===== config.mk =====
export PLATFORM = sky130hd
export DESIGN_NAME = tas_queue
export DESIGN_NICKNAME = d
export VERILOG_FILES = /design/src/design/tas_queue.sv
export SDC_FILE = /design/constraint.sdc
export NUM_CORES = 1
export LEC_CHECK = 0
export BUFFER_PORTS_ARGS = -buffer_cell sky130_fd_sc_hd__buf_2
export CAP_MARGIN = 20
export CORE_UTILIZATION = 40
export DETAILED_ROUTE_END_ITERATION = 6
export REMOVE_ABC_BUFFERS = 1
export SYNTH_ARGS = -nofsm -noshare
export SYNTH_HDL_FRONTEND = slang
export SYNTH_SLANG_ARGS = --single-unit

===== constraint.sdc =====
create_clock -name aclk -period 2.3 [get_ports aclk]
set_input_delay 0.115 -clock aclk [delete_from_list [all_inputs] [get_ports aclk]]
set_output_delay 0.115 -clock aclk [all_outputs]
set_load 0.01 [all_outputs]

===== src/design/tas_queue.sv =====
// Small synchronous FIFO with valid/ready on both sides.
// Depends on nothing; DEPTH must be a power of two.
module tas_queue #(
    parameter int WIDTH = 8,
    parameter int DEPTH = 4
) (
    input  logic             aclk,
    input  logic             aresetn,
    input  logic             push_valid,
    output logic             push_ready,
    input  logic [WIDTH-1:0] push_data,
    output logic             pop_valid,
    input  logic             pop_ready,
    output logic [WIDTH-1:0] pop_data
);
    localparam int AW = $clog2(DEPTH);

    logic [WIDTH-1:0] mem [DEPTH];
    logic [AW-1:0]    wr_ptr_reg;
    logic [AW-1:0]    rd_ptr_reg;
    logic [AW:0]      count_reg;
    logic             do_push;
    logic             do_pop;

    assign push_ready = (count_reg != (AW+1)'(DEPTH));
    assign pop_valid  = (count_reg != '0);
    assign pop_data   = mem[rd_ptr_reg];
    assign do_push    = push_valid && push_ready;
    assign do_pop     = pop_valid && pop_ready;

    // Store entries
    always_ff @(posedge aclk) begin
        if (do_push) begin
            mem[wr_ptr_reg] <= push_data;
        end
    end

    // Advance pointers and occupancy
    always_ff @(posedge aclk) begin
        if (!aresetn) begin
            wr_ptr_reg <= '0;
            rd_ptr_reg <= '0;
            count_reg  <= '0;
        end else begin
            if (do_push) begin
                wr_ptr_reg <= wr_ptr_reg + 1'b1;
            end
            if (do_pop) begin
                rd_ptr_reg <= rd_ptr_reg + 1'b1;
            end
            if (do_push && !do_pop) begin
                count_reg <= count_reg + 1'b1;
            end else if (!do_push && do_pop) begin
                count_reg <= count_reg - 1'b1;
            end
        end
    end

endmodule


==> qor.yml <==
outcome:
  outcome: "complete, no violations"
power_and_ir_drop:
  internal-power_mw: 1.41
  p_per_area_nw_per_um2: 1050
  total_power_mw: 2.00
  combPwrFrac_pct: 26.0
  p_leak_nw: 0.680
  switching_share_pct: 29.3
  switching_power_mw: 0.585
  ir_drop_mv: 0.511
  p_seq_share_pct: 51.9
  clkPwrFrac_pct: 22.1
global_routing:
  grt_first_pass_wirelength_um: 4050
  grt_util_all_layers_pct: 13.9
  gr-total-overflow: 0
  antenna_found_initial: 0
  grt_max_degree: 13
  grt_pass1_vias: 869
cells_and_area:
  fin_util_pct: 47.6
  final_net_count: 134
  drive_above_1_share_pct: 37.6
  syn_to_final_growth_pct: 15.0
  final_cells: 167
  n_antenna_cell: 0
  fillers: 353
  largest_reg_flops: 32
timing:
  setup_tns_ns: 0
  tightest_slew_ns: 0.560
  rsz0062_at_grt: "false"
  setup_viol: 0
  fmax_mhz: 499
  period_needed_ns: 2.00
  slew_headroom_pct: 62.6
  period_share_pct: 87.1
  whs_ns: 0.0308
  hold_viol_final: 0
  slew_viol_final: 0
  finClkSkew_ns: 0.00393
floorplanning:
  die_h_um: 66.4
  num_io_pins: 22
  chipWidth_um: 66.4
  initial_core_util_pct: 41.4
  num_rows: 23
  coreArea_um2: 4000
  die-area_um2: 4400
detailed_routing:
  drtAntennaViolNets: 0
  vias_per_cell: 4.80
  wirelength_um: 2530
  firstDrtPassIters: 4
  drt_iter0_drc: 27
  post_drt_wl_per_cell_um: 15.1
  drc: 0
  vias: 802
synthesis:
  synth-simple-area-share_pct: 5.74
  synth-compound-area-share_pct: 4.15
  async_flop_share_pct: 0
  yosysUniqueCellTypes: 22
  syn_area_um2: 1660
  synthAdderAreaFrac_pct: 4.98
  ys_warn_count: 0
  synth_top_family_by_area: "multiplexers"
  synth_area_leader_cell: "edfxtp_1"
  synth_top_area_share_pct: 58.0
  synth_ff_type: "edfxtp_1"
  synthXorXnorAreaFrac_pct: 2.11
  yosysSeqAreaShare_pct: 68.9
  synth_edf_count: 32
  synth-seq-cells: 41
  synthCells: 90
  synthMuxAreaShare_pct: 12.7
  avgSynthCellArea_um2: 18.4
  yosys-top-cells-area: "edfxtp_1 (58%), dfxtp_1 (11%), mux4_2 (11%)"
setup_path:
  arrival_ns: 2.22
  reg2reg_slack_ns: 0.30
  r2r_end: "count_reg[2]"
  timing.critical_path.fanout_max: 6
  timing.rr.start: "count_reg[1]"
  reg2reg_depth: 7
  cp-end-kind: "flip-flop"
  cp-startpoint: "count_reg[1]"
  crit_end: "count_reg[2]"
  start_kind: "flip-flop"
  crit_required_ns: 2.52
  critPathKind: "flip-flop to flip-flop"
clock_network:
  root_buffer: "clkbuf_8"
  clkLatencyLatePin_ns: 0.29
  numCtsBuffers: 5
  cts_buffer_depth: 2
  tritoncts: "yes"
  clkTransAtPathRegs_ns: 0.07
  cts.sinks: 41
  htreeDepth: 2
  post_cts_buffers: 0
min_path:
  hold_class: "primary input to flip-flop"
place:
  numPortBuffers: 21
  placedCellCount: 159
  dp_hpwl_um: 1720
  gp_congestion: 0.638
run:
  cap_violations: 0
==> synthesized netlist by cell type, drive strengths merged (2+ instances only) <==
master and count:
and2 8, or3 2, xnor2 3, edfxtp 32, mux2i 3, ha 5, clkbuf 2, inv 3
a21boi 2, nand2 5, dfxtp 9, mux4 8
==> kinds of logic (layout without fill, tap and decap cells) <==
family | count (synthesis) | after routing
multiplexers | 11 | 11
adder cells (fa/ha/maj) | 6 | 6
flip-flops | 41 | 41
XOR/XNOR | 4 | 4
buffers and inverters | 6 | 33
AO/OA/AOI/OAI | 5 | 5
AND/OR/NAND/NOR | 17 | 17
==> cells in the final DEF, fill, tap and decap left out, types with 2 or more instances in the layout <==
cell / synthesis / routed
mux4_2: 8 / 8
clkbuf_8: 0 / 5
and2_1: 8 / 8
dfxtp_2: 0 / 2
buf_2: 1 / 21
edfxtp_1: 32 / 32
nand2_1: 5 / 5
ha_1: 5 / 5
dfxtp_1: 9 / 7
clkinv_2: 0 / 2
inv_1: 3 / 3
mux2i_1: 3 / 3
xnor2_1: 3 / 3
==> what timing repair did <==
item                                    4_1_cts  5_1_grt
endpoints found under the setup margin        0        1
gates resized for setup                       0        2
hold buffers                                  0        0
==> how the worst min path moves through the flow <==
stage	slack, ns	start	to	cells after the start
2_1_floorplan	0.21	push_data[0]	mem[0][0]	0
3_3_place_gp	0.33	push_data[2]	mem[3][2]	1
3_5_place_dp	0.33	push_data[0]	mem[3][0]	1
4_1_cts	0.03	push_data[0]	mem[3][0]	1
5_1_grt	0.03	push_data[5]	mem[1][5]	1
6_report	0.03	push_data[5]	mem[0][5]	1
==> area by class of cell <==
| class | instances | area, µm² | share of cell area, % |
|---|---|---|---|
| flip-flops and latches | 41 | 1140 | 60.1 |
| multi-input cells | 43 | 492 | 25.8 |
| repair buffers | 22 | 113 | 5.91 |
| clock buffers | 6 | 72.6 | 3.81 |
| well taps | 50 | 62.6 | 3.29 |
| inverters | 3 | 11.3 | 0.591 |
| clock inverters | 2 | 10.0 | 0.526 |
==> routing by layer <==
| layer | vias to the layer above | global-route usage [%] | part of all wire, % |
|---|---|---|---|
| met3 | 7 | 4.31 | 3.5 |
| met1 | 388 | 15.7 | 44 |
| met5 | - | 0 | 0 |
| li1 | 390 | - | - |
| met2 | 17 | 22.2 | 50 |
| met4 | 0 | 9.57 | 2.6 |
==> power by group through the flow <==
stage	Clock, mW	Combinational (mW)	Sequential (mW)
final	0.441	0.520	1.04
after global routing	0.491	0.578	1.06
after CTS	0.453	0.529	1.04
after detailed placement	0	0.525	1.06
after global placement	0	0.515	1.05
after floorplan	0	0.374	1.02
==> through the flow <==
step | setup WS, ns | area, µm²
after floorplan | 0.245 | 1640
after global placement | 0.282 | 1820
after detailed placement | 0.172 | 1820
after CTS | 0.176 | 1900
after global routing | 0.104 | 1900
final | 0.297 | 1900
==> worst max-delay path: stages, from the launching register on <==
cell      delay, ns
dfxtp_2        0.37
o31ai_4        0.29
ha_1           0.22
inv_1          0.06
fa_1           0.37
xor2_1         0.16
or3_1          0.30
a21boi_0       0.16
Note: power is estimated with default switching activity, not from simulation.
